## src/cwrc_pkg.sv

```systemverilog
`timescale 1ns / 1ps
// ----------------------------------------------------------------------------
// cwrc_pkg
// Shared widths, constants, event codes and inter-stage structs for the
// congestion window and retransmit timeout controller.
// ----------------------------------------------------------------------------
package cwrc_pkg;

  // Field and state widths.
  localparam int WINDOW_WIDTH = 16;
  localparam int RTT_WIDTH    = 24;
  localparam int SEQ_WIDTH    = 25;
  localparam int COUNT_WIDTH  = 24;
  localparam int MODE_WIDTH   = 2;
  localparam int RTO_WIDTH    = 22;
  localparam int MS_WIDTH     = 12;

  // Beat widths on the stream ports.
  localparam int IN_DATA_WIDTH  = 72;
  localparam int OUT_DATA_WIDTH = 80;

  // Window constants.
  localparam logic [WINDOW_WIDTH-1:0] WIN_MAX        = '1;
  localparam logic [WINDOW_WIDTH-1:0] INIT_WINDOW    = WINDOW_WIDTH'(1);
  localparam logic [WINDOW_WIDTH-1:0] INIT_THRESHOLD = WINDOW_WIDTH'(64);
  localparam logic [WINDOW_WIDTH-1:0] INIT_PEER      = WINDOW_WIDTH'(64);
  localparam logic [WINDOW_WIDTH-1:0] MIN_THRESHOLD  = WINDOW_WIDTH'(2);

  // Timeout limits in microseconds.
  localparam logic [RTO_WIDTH-1:0] RTO_MIN_US = RTO_WIDTH'(200000);
  localparam logic [RTO_WIDTH-1:0] RTO_MAX_US = RTO_WIDTH'(3000000);

  // Divide by 1000 as a multiply by ceil(2^32 / 1000) and a shift by 32.
  // The rounding error stays below one step for any value under 2^22.
  localparam int RECIP_WIDTH = 23;
  localparam int RECIP_SHIFT = 32;
  localparam logic [RECIP_WIDTH-1:0] RECIP_1000 = RECIP_WIDTH'(4294968);

  // Event kinds.
  typedef enum logic [MODE_WIDTH-1:0] {
    MODE_START = 2'd0,
    MODE_ACK   = 2'd1,
    MODE_LOSS  = 2'd2,
    MODE_NONE  = 2'd3
  } mode_t;

  // One input event as held in the input register.
  typedef struct packed {
    logic [MODE_WIDTH-1:0]   mode;
    logic [SEQ_WIDTH-1:0]    ack_seq;
    logic [WINDOW_WIDTH-1:0] rx_window;
    logic [RTT_WIDTH-1:0]    rtt_sample_us;
  } event_t;

  // Window fields of one result.
  typedef struct packed {
    logic [WINDOW_WIDTH-1:0] window_now;
    logic [WINDOW_WIDTH-1:0] threshold_now;
    logic [WINDOW_WIDTH-1:0] peer_window_now;
    logic [WINDOW_WIDTH-1:0] send_window;
  } cong_result_t;

  // Estimator snapshot taken after the event.
  typedef struct packed {
    logic [RTT_WIDTH-1:0] smoothed_rtt;
    logic [RTT_WIDTH-1:0] rtt_variance;
  } rtt_snap_t;

endpackage

```

## src/congestion_window_rto_controller_core.sv

```systemverilog
`timescale 1ns / 1ps
// ----------------------------------------------------------------------------
// congestion_window_rto_controller_core
// Sender-side congestion window and retransmit timeout controller.
// ----------------------------------------------------------------------------
// Pipeline: an accepted event beat passes the input register, state update,
// timeout clamp and millisecond conversion before it leaves as a result beat.
// Throughput: one event per cycle when the result stream does not stall.
// Each stage moves when the one after it is empty or moving.
// Reset (rst, synchronous): pipeline emptied, window 1, threshold 64,
// peer window 64, estimator cleared, segment count 0.
module congestion_window_rto_controller_core (
  input  logic                                  clk,
  input  logic                                  rst,
  // Configuration: segment count of the transfer.
  input  logic                                  cfg_we,
  input  logic [cwrc_pkg::COUNT_WIDTH-1:0]      cfg_wdata,
  // Event stream.
  input  logic                                  s_tvalid,
  output logic                                  s_tready,
  // tdata: ack_seq[24:0], rx_window[40:25], rtt_sample_us[64:41], zero pad
  input  logic [cwrc_pkg::IN_DATA_WIDTH-1:0]    s_tdata,
  // tuser: mode[1:0]
  input  logic [cwrc_pkg::MODE_WIDTH-1:0]       s_tuser,
  // Result stream.
  output logic                                  m_tvalid,
  input  logic                                  m_tready,
  // tdata: window_now[15:0], threshold_now[31:16], peer_window_now[47:32],
  //        send_window[63:48], timeout_ms[75:64], zero pad
  output logic [cwrc_pkg::OUT_DATA_WIDTH-1:0]   m_tdata
);

  localparam int PAD_WIDTH = cwrc_pkg::OUT_DATA_WIDTH - 4*cwrc_pkg::WINDOW_WIDTH
                           - cwrc_pkg::MS_WIDTH;

  logic                   valid_a, valid_b, valid_c, valid_d;
  logic                   load_a, load_b, load_c, load_d;
  cwrc_pkg::event_t       evt_a;
  cwrc_pkg::cong_result_t res_b, res_c, res_d;
  cwrc_pkg::rtt_snap_t    snap_b;
  logic [cwrc_pkg::RTO_WIDTH-1:0] rto_c;
  logic [cwrc_pkg::MS_WIDTH-1:0]  ms_d;

  // Stage enables: a stage loads when it is empty or its beat moves on.
  assign load_d   = !valid_d || m_tready;
  assign load_c   = !valid_c || load_d;
  assign load_b   = !valid_b || load_c;
  assign load_a   = !valid_a || load_b;
  assign s_tready = load_a;

  // Valid bits of the pipeline.
  always_ff @(posedge clk) begin
    if (rst) begin
      valid_a <= 1'b0;
      valid_b <= 1'b0;
      valid_c <= 1'b0;
      valid_d <= 1'b0;
    end else begin
      if (load_a) valid_a <= s_tvalid;
      if (load_b) valid_b <= valid_a;
      if (load_c) valid_c <= valid_b;
      if (load_d) valid_d <= valid_c;
    end
  end

  // Input register.
  always_ff @(posedge clk) begin
    if (load_a) begin
      evt_a.mode          <= s_tuser;
      evt_a.ack_seq       <= s_tdata[24:0];
      evt_a.rx_window     <= s_tdata[40:25];
      evt_a.rtt_sample_us <= s_tdata[64:41];
    end
  end

  cwrc_cong_state u_state (
    .clk       (clk),
    .rst       (rst),
    .cfg_we    (cfg_we),
    .cfg_wdata (cfg_wdata),
    .upd       (valid_a && load_b),
    .load      (load_b),
    .evt       (evt_a),
    .res       (res_b),
    .snap      (snap_b)
  );

  cwrc_rto_calc u_rto (
    .clk     (clk),
    .load    (load_c),
    .res_in  (res_b),
    .snap    (snap_b),
    .res_out (res_c),
    .rto_us  (rto_c)
  );

  cwrc_ms_convert u_ms (
    .clk        (clk),
    .load       (load_d),
    .res_in     (res_c),
    .rto_us     (rto_c),
    .res_out    (res_d),
    .timeout_ms (ms_d)
  );

  // Result beat.
  assign m_tvalid = valid_d;
  assign m_tdata  = {{PAD_WIDTH{1'b0}}, ms_d, res_d.send_window, res_d.peer_window_now,
                     res_d.threshold_now, res_d.window_now};

endmodule

```

## src/cwrc_cong_state.sv

```systemverilog
`timescale 1ns / 1ps
// ----------------------------------------------------------------------------
// cwrc_cong_state
// Holds the congestion and RTT estimator state, applies one event per cycle
// unless stalled, and registers the window fields and estimator snapshot.
// ----------------------------------------------------------------------------
module cwrc_cong_state (
  input  logic                                clk,
  input  logic                                rst,
  input  logic                                cfg_we,
  input  logic [cwrc_pkg::COUNT_WIDTH-1:0]    cfg_wdata,
  input  logic                                upd,
  input  logic                                load,
  input  cwrc_pkg::event_t                    evt,
  output cwrc_pkg::cong_result_t              res,
  output cwrc_pkg::rtt_snap_t                 snap
);

  logic [cwrc_pkg::COUNT_WIDTH-1:0]  data_packet_count;
  logic [cwrc_pkg::RTT_WIDTH-1:0]    smoothed_rtt, smoothed_rtt_next;
  logic [cwrc_pkg::RTT_WIDTH-1:0]    rtt_variance, rtt_variance_next;
  logic [cwrc_pkg::WINDOW_WIDTH-1:0] congestion_window, congestion_window_next;
  logic [cwrc_pkg::WINDOW_WIDTH-1:0] slow_start_threshold, slow_start_threshold_next;
  logic [cwrc_pkg::WINDOW_WIDTH-1:0] avoidance_ack_count, avoidance_ack_count_next;
  logic [cwrc_pkg::WINDOW_WIDTH-1:0] peer_window, peer_window_next;

  logic [cwrc_pkg::RTT_WIDTH-1:0]    rtt_diff;
  logic [cwrc_pkg::RTT_WIDTH+1:0]    var_sum;
  logic [cwrc_pkg::RTT_WIDTH+2:0]    srtt_sum;
  logic [cwrc_pkg::WINDOW_WIDTH-1:0] ack_count_inc;
  logic [cwrc_pkg::WINDOW_WIDTH-1:0] half_window;
  logic                              data_ack;

  // Estimator arithmetic for an ACK, using the old smoothed value.
  always_comb begin
    rtt_diff = (smoothed_rtt >= evt.rtt_sample_us) ? (smoothed_rtt - evt.rtt_sample_us)
                                                   : (evt.rtt_sample_us - smoothed_rtt);
    var_sum  = {1'b0, rtt_variance, 1'b0} + {2'b00, rtt_variance} + {2'b00, rtt_diff};
    srtt_sum = {smoothed_rtt, 3'b000} - {3'b000, smoothed_rtt}
             + {3'b000, evt.rtt_sample_us};
  end

  // Helpers for window growth and loss.
  assign data_ack      = (evt.ack_seq != '0) &&
                         (evt.ack_seq <= {1'b0, data_packet_count});
  assign ack_count_inc = (avoidance_ack_count < cwrc_pkg::WIN_MAX) ?
                         avoidance_ack_count + 1'b1 : avoidance_ack_count;
  assign half_window   = congestion_window >> 1;

  // Next state for the event in the input register.
  always_comb begin
    smoothed_rtt_next         = smoothed_rtt;
    rtt_variance_next         = rtt_variance;
    congestion_window_next    = congestion_window;
    slow_start_threshold_next = slow_start_threshold;
    avoidance_ack_count_next  = avoidance_ack_count;
    peer_window_next          = peer_window;
    if (upd) begin
      case (cwrc_pkg::mode_t'(evt.mode))
        cwrc_pkg::MODE_START: begin
          congestion_window_next    = cwrc_pkg::INIT_WINDOW;
          slow_start_threshold_next = cwrc_pkg::INIT_THRESHOLD;
          avoidance_ack_count_next  = '0;
          peer_window_next          = cwrc_pkg::INIT_PEER;
        end
        cwrc_pkg::MODE_ACK: begin
          // A zero estimate means no sample has been taken yet.
          if (smoothed_rtt == '0) begin
            smoothed_rtt_next = evt.rtt_sample_us;
            rtt_variance_next = evt.rtt_sample_us >> 1;
          end else begin
            rtt_variance_next = var_sum[cwrc_pkg::RTT_WIDTH+1:2];
            smoothed_rtt_next = srtt_sum[cwrc_pkg::RTT_WIDTH+2:3];
          end
          peer_window_next = evt.rx_window;
          // Only acknowledgments of data segments grow the window.
          if (data_ack) begin
            if (congestion_window < slow_start_threshold) begin
              if (congestion_window < cwrc_pkg::WIN_MAX) begin
                congestion_window_next = congestion_window + 1'b1;
              end
            end else if (ack_count_inc >= congestion_window) begin
              if (congestion_window < cwrc_pkg::WIN_MAX) begin
                congestion_window_next = congestion_window + 1'b1;
              end
              avoidance_ack_count_next = '0;
            end else begin
              avoidance_ack_count_next = ack_count_inc;
            end
          end
        end
        cwrc_pkg::MODE_LOSS: begin
          slow_start_threshold_next = (half_window > cwrc_pkg::MIN_THRESHOLD) ?
                                      half_window : cwrc_pkg::MIN_THRESHOLD;
          congestion_window_next    = cwrc_pkg::INIT_WINDOW;
          avoidance_ack_count_next  = '0;
        end
        default: begin
        end
      endcase
    end
  end

  // State registers and the configuration register.
  always_ff @(posedge clk) begin
    if (rst) begin
      data_packet_count    <= '0;
      smoothed_rtt         <= '0;
      rtt_variance         <= '0;
      congestion_window    <= cwrc_pkg::INIT_WINDOW;
      slow_start_threshold <= cwrc_pkg::INIT_THRESHOLD;
      avoidance_ack_count  <= '0;
      peer_window          <= cwrc_pkg::INIT_PEER;
    end else begin
      if (cfg_we) begin
        data_packet_count <= cfg_wdata;
      end
      smoothed_rtt         <= smoothed_rtt_next;
      rtt_variance         <= rtt_variance_next;
      congestion_window    <= congestion_window_next;
      slow_start_threshold <= slow_start_threshold_next;
      avoidance_ack_count  <= avoidance_ack_count_next;
      peer_window          <= peer_window_next;
    end
  end

  // Result register: the state as it stands after the event.
  always_ff @(posedge clk) begin
    if (load) begin
      res.window_now      <= congestion_window_next;
      res.threshold_now   <= slow_start_threshold_next;
      res.peer_window_now <= peer_window_next;
      res.send_window     <= (congestion_window_next < peer_window_next) ?
                             congestion_window_next : peer_window_next;
      snap.smoothed_rtt   <= smoothed_rtt_next;
      snap.rtt_variance   <= rtt_variance_next;
    end
  end

endmodule

```

## src/cwrc_rto_calc.sv

```systemverilog
`timescale 1ns / 1ps
// ----------------------------------------------------------------------------
// cwrc_rto_calc
// Forms the retransmit timeout from the estimator snapshot and clamps it
// to its limits, then registers it with the window fields.
// ----------------------------------------------------------------------------
module cwrc_rto_calc (
  input  logic                               clk,
  input  logic                               load,
  input  cwrc_pkg::cong_result_t             res_in,
  input  cwrc_pkg::rtt_snap_t                snap,
  output cwrc_pkg::cong_result_t             res_out,
  output logic [cwrc_pkg::RTO_WIDTH-1:0]     rto_us
);

  logic [cwrc_pkg::RTT_WIDTH+2:0] rto_sum;
  logic [cwrc_pkg::RTO_WIDTH-1:0] rto_clamped;

  // Smoothed estimate plus four times the variance, then the clamp.
  always_comb begin
    rto_sum = {3'b000, snap.smoothed_rtt} + {1'b0, snap.rtt_variance, 2'b00};
    if (rto_sum < {{(cwrc_pkg::RTT_WIDTH+3-cwrc_pkg::RTO_WIDTH){1'b0}},
                   cwrc_pkg::RTO_MIN_US}) begin
      rto_clamped = cwrc_pkg::RTO_MIN_US;
    end else if (rto_sum > {{(cwrc_pkg::RTT_WIDTH+3-cwrc_pkg::RTO_WIDTH){1'b0}},
                            cwrc_pkg::RTO_MAX_US}) begin
      rto_clamped = cwrc_pkg::RTO_MAX_US;
    end else begin
      rto_clamped = rto_sum[cwrc_pkg::RTO_WIDTH-1:0];
    end
  end

  always_ff @(posedge clk) begin
    if (load) begin
      res_out <= res_in;
      rto_us  <= rto_clamped;
    end
  end

endmodule

```

## src/cwrc_ms_convert.sv

```systemverilog
`timescale 1ns / 1ps
// ----------------------------------------------------------------------------
// cwrc_ms_convert
// Converts the timeout from microseconds to whole milliseconds with a
// reciprocal multiply and registers the finished result.
// ----------------------------------------------------------------------------
module cwrc_ms_convert (
  input  logic                               clk,
  input  logic                               load,
  input  cwrc_pkg::cong_result_t             res_in,
  input  logic [cwrc_pkg::RTO_WIDTH-1:0]     rto_us,
  output cwrc_pkg::cong_result_t             res_out,
  output logic [cwrc_pkg::MS_WIDTH-1:0]      timeout_ms
);

  logic [cwrc_pkg::RTO_WIDTH+cwrc_pkg::RECIP_WIDTH-1:0] product;

  // Truncating divide by 1000.
  assign product = {{cwrc_pkg::RECIP_WIDTH{1'b0}}, rto_us} *
                   {{cwrc_pkg::RTO_WIDTH{1'b0}}, cwrc_pkg::RECIP_1000};

  always_ff @(posedge clk) begin
    if (load) begin
      res_out    <= res_in;
      timeout_ms <= product[cwrc_pkg::RECIP_SHIFT +: cwrc_pkg::MS_WIDTH];
    end
  end

endmodule

```

## config.mk

```make
export PLATFORM = sky130hd
export DESIGN_NAME = congestion_window_rto_controller_core
export DESIGN_NICKNAME = d
export VERILOG_FILES = /design/src/cwrc_pkg.sv /design/src/congestion_window_rto_controller_core.sv /design/src/cwrc_cong_state.sv /design/src/cwrc_rto_calc.sv /design/src/cwrc_ms_convert.sv
export SDC_FILE = /design/constraint.sdc
export NUM_CORES = 1
export LEC_CHECK = 0
export ABC_CLOCK_PERIOD_IN_PS = 17200
export BUFFER_PORTS_ARGS = -buffer_cell sky130_fd_sc_hd__clkbuf_2
export CORE_MARGIN = 3
export CORE_UTILIZATION = 60
export CTS_BUF_LIST = sky130_fd_sc_hd__clkbuf_16
export CTS_CLUSTER_DIAMETER = 50
export DETAILED_ROUTE_END_ITERATION = 8
export PLACE_DENSITY = 0.9
export SLEW_MARGIN = 20
export SYNTH_ARGS = -nofsm -noshare
export SYNTH_HDL_FRONTEND = slang
export SYNTH_SLANG_ARGS = --single-unit
```

## constraint.sdc

```tcl
create_clock -name clk -period 17.2 [get_ports clk]
set_input_delay 2.58 -clock clk [delete_from_list [all_inputs] [get_ports clk]]
set_output_delay 2.58 -clock clk [all_outputs]
set_load 0.1 [all_outputs]
```

==> impl_metrics.env <==
export IMPL_vdd_ir_drop_max_uv=385.4
export IMPL_rrSetupSlack_ps=9760
export IMPL_placement_io_buffers=173
export IMPL_maxClockFrequency_ghz=0.1339
export IMPL_vias=23360
export IMPL_synthesis_instances=3045
export IMPL_cts_resized=0
export IMPL_drtPass1Iterations=9
export IMPL_grt_overflow_total=0
export IMPL_timing_hold_worst_path_depth=0
export IMPL_via_density=5.926
export IMPL_globalplace_congestion=0.9363
export IMPL_mostFrequentLayoutCell="sky130_fd_sc_hd__inv_1"
export IMPL_design_die_area_um2=56140
export IMPL_slowest_stage="sky130_fd_sc_hd__nor3_4"
export IMPL_post_detailed_route_count_of_antenna_violating_nets=0
export IMPL_multi_input_comb_area_um2=16830
export IMPL_core_area_um2=52660
export IMPL_ys_dominant_reg_cell="sky130_fd_sc_hd__edfxtp_1"
export IMPL_boundaryPins=185
export IMPL_die_y_um=236.9
export IMPL_cts_setup_buffers=0
export IMPL_cell_depth_of_the_worst_flop_to_flop_path=26
export IMPL_rsz0062_at_grt="no"
export IMPL_timing_critical_path_fanout_max=51
export IMPL_fillerInstances=3765
export IMPL_avgSynthCellArea_um2=10.51
export IMPL_drc=0
export IMPL_pwr_density_cell_nw_per_um2=204.3
export IMPL_kind_of_start_point_of_the_critical_path="primary input"
export IMPL_worstReg2RegStart="u_state.avoidance_ack_count[0]$_SDFFE_PP0P_"
export IMPL_cts_root_buf="sky130_fd_sc_hd__clkbuf_16"
export IMPL_layout_drive_gt1_share_pct=10.51
export IMPL_antenna_cells_inserted=0
export IMPL_first_global_vias=23680
export IMPL_totalNegativeSetupSlack_ps=0
export IMPL_clock_path_buffers=3
export IMPL_max_cap_violations=0
export IMPL_cellLeakagePower_nw=16.77
export IMPL_grt_usage_pct=26.08
export IMPL_floorplan_initialDensity_pct=60.77
export IMPL_synth_yosys_warnings=0
export IMPL_finalWorstPathRequiredPeriod_ps=7467
export IMPL_drt_total_wl_mm=73.51
export IMPL_hold_path_startpoint="u_rto.res_out[17]$_DFFE_PP_"
export IMPL_critPathKind="in2reg"
export IMPL_tritoncts="yes"
export IMPL_holdCritPathClass="reg2reg"
export IMPL_die_w_um=236.9
export IMPL_timing_hold_worst_endpoint="u_ms.res_out[17]$_DFFE_PP_"
export IMPL_worstPathCellList="clkbuf_2 -> nor2b_2 -> and3_4 -> inv_4 -> nand2_1 -> nor2_2 -> buf_4 -> nor2_1 -> or4_1 -> o221ai_1 -> inv_1 -> ha_1 -> nand4_1 -> nor2_1 -> a221o_1 -> nor3_1 -> and3_1 -> nor3_4 -> mux2_4"
export IMPL_cp_common_cell="sky130_fd_sc_hd__nor2_1"
export IMPL_fin_crit_sh_pct=43.41
export IMPL_ys_seq_area_share_pct=40.76
export IMPL_status="completed"
export IMPL_ys_async_sr_fraction_pct=0
export IMPL_crit_path_max_incr_delay_ps=850
export IMPL_report_final_hold_viol_count=0
export IMPL_first_iter_violations=1976
export IMPL_timing_worst_slew_pin_value_ps=1120
export IMPL_dp_hpwl_mm=54.09
export IMPL_hold_buffers=0
export IMPL_timing_critical_path_required_ps=17580
export IMPL_synthesis_area_um2=32000
export IMPL_maxSlewHeadroom_pct=25.11
export IMPL_share_of_the_core_filled_with_cells_in_the_final_layout_pct=67.16
export IMPL_edff_count_synth=341
export IMPL_slew_viol_final=0
export IMPL_grt_pass1_wl_mm=118.8
export IMPL_most_used_cells_in_the_layout_excluding_fill_and_tap_cells="484 x sky130_fd_sc_hd__inv_1, 369 x sky130_fd_sc_hd__ha_1, 341 x sky130_fd_sc_hd__edfxtp_1"
export IMPL_number_of_antenna_violations_at_the_first_check_in_global_routing=0
export IMPL_post_synthesis_cell_type_count=103
export IMPL_crit_arrival_ps=7850
export IMPL_mean_routed_wirelength_per_cell_um=18.65
export IMPL_number_of_buffers_created_by_cts=54
export IMPL_finish_stage_setup_viols=0
export IMPL_htree_num_levels=2
export IMPL_cts_sinks=481
export IMPL_worstReg2RegEnd="u_state.res[2]$_DFFE_PP_"
export IMPL_cts_reportedPaths_clkPinSlew_ps=70
export IMPL_timing_clock_skew_ps=39.84
export IMPL_worst_skew_pair_late_latency_ps=630
export IMPL_syn2layout_area_growth_pct=10.53
export IMPL_grt_start_max_net_pins=104
export IMPL_synth_seq_cells=481
export IMPL_register_area_um2=13040
export IMPL_std_cell_rows=84
export IMPL_num_nets_final=3825
export IMPL_critical_path_endpoint_type="register"
## final cells by class
cell class	instances	share of cell area (%)
Multi-Input combinational cell	2008	47.58
Sequential cell	481	36.88
Inverter	475	5.049
Clock buffer	56	3.962
Timing Repair Buffer	187	2.763
Tap cell	688	2.434
Clock inverter	46	1.334
## metal layers
layer  part of all wire [%]  vias to the layer above  track usage (%)
li1                       -                    11010                -
met1                     40                    11170            33.54
met2                     49                      955            44.42
met3                    7.3                      224            4.601
met4                    3.8                        0            9.437
met5                      0                        -                0
## kinds of logic (layout without fill, tap and decap cells)
group           count (synthesis)  count (layout)  synth area share (%)
buf+inv                       559             764                 6.777
xor+xnor                       82              82                 2.245
simple gates                  733             733                 11.69
flops                         481             481                 40.76
fa+ha+maj                     515             515                 23.56
compound gates                593             593                 12.36
mux                            81              81                 2.589
other cells                     1               4               0.01172
## sequential cells by signal, indices dropped and copies added (netlist names), 12 cells and up
signal / cells
u_state.res: 64
u_rto.res_out: 64
u_state.congestion_window: 16
evt_a: 67
u_ms.timeout_ms: 12
u_state.data_packet_count: 24
u_state.rtt_variance: 24
u_state.peer_window: 16
u_state.avoidance_ack_count: 16
u_rto.rto_us: 22
u_state.smoothed_rtt: 24
u_state.slow_start_threshold: 16
u_ms.res_out: 64
u_state.snap: 48
## worst max-delay path by stage
stage / from / endpoint / slack (ps) / cells past startpoint
2_1_floorplan: m_tready / u_state.res[0]$_DFFE_PP_ / 9190 / 20
3_3_place_gp: m_tready / u_state.res[0]$_DFFE_PP_ / 9590 / 19
3_5_place_dp: m_tready / u_state.res[2]$_DFFE_PP_ / 9360 / 19
4_1_cts: m_tready / u_state.res[2]$_DFFE_PP_ / 9860 / 19
5_1_grt: u_state.avoidance_ack_count[0]$_SDFFE_PP0P_ / u_state.res[0]$_DFFE_PP_ / 9350 / 26
6_report: m_tready / u_state.res[2]$_DFFE_PP_ / 9730 / 19
## per-stage QoR
stage | power [W] | worst slack, ps | std cells | hold slack [ps] | instance area, um^2
6_report | 0.007224 | 9733 | 3941 | 413.4 | 35370
5_1_grt | 0.007874 | 9350 | 3941 | 420.8 | 35370
4_1_cts | 0.007184 | 9857 | 3941 | 398.2 | 35350
3_5_place_dp | 0.005958 | 9358 | 3839 | 404.5 | 33480
3_3_place_gp | 0.005711 | 9586 | 3839 | 400.5 | 33480
2_1_floorplan | 0.004836 | 9185 | 3048 | 400.3 | 32010
## Yosys cell counts, drive strengths merged (13+ instances only)
library cell  number  share of area [%]
nand2            141                1.7
a31oi             32               0.63
o21bai            19               0.46
nor2b             69                1.4
nor3              57               0.94
or2               15               0.29
a21oi            175                2.8
o21a              35               0.82
xnor2             46                1.3
and3              36               0.72
nand3             66                1.1
buf               36               0.64
nand4             37               0.72
o21ai            104                1.7
a21o              64                1.5
nand2b            17               0.33
fa               146                9.1
dfxtp            140                8.8
and2              18               0.36
nor4              30               0.61
o31ai             13               0.36
mux2i             73                2.3
a211oi            38               0.98
clkbuf            48               0.56
ha               369                 14
inv              475                5.6
xor2              36               0.99
edfxtp           341                 32
nor2             196                2.3
or3               15               0.29
## where the power goes
part / leakage (nW) / switching, W / internal (W)
registers: 5.11 / 0.0000904 / 0.00136
logic: 10.7 / 0.00269 / 0.00191
clock network: 0.948 / 0.000496 / 0.000681
total: 16.8 / 0.00328 / 0.00395
## worst max-delay path: cells and delay by family
| kind | cells | cell delay, ps |
|---|---|---|
| AND/OR/NAND/NOR | 11 | 2790 |
| buffers and inverters | 4 | 1080 |
| multiplexers | 1 | 350 |
| adder cells (fa/ha/maj) | 1 | 340 |
| AO/OA/AOI/OAI | 2 | 670 |
Note: power is estimated with default switching activity, not from simulation.
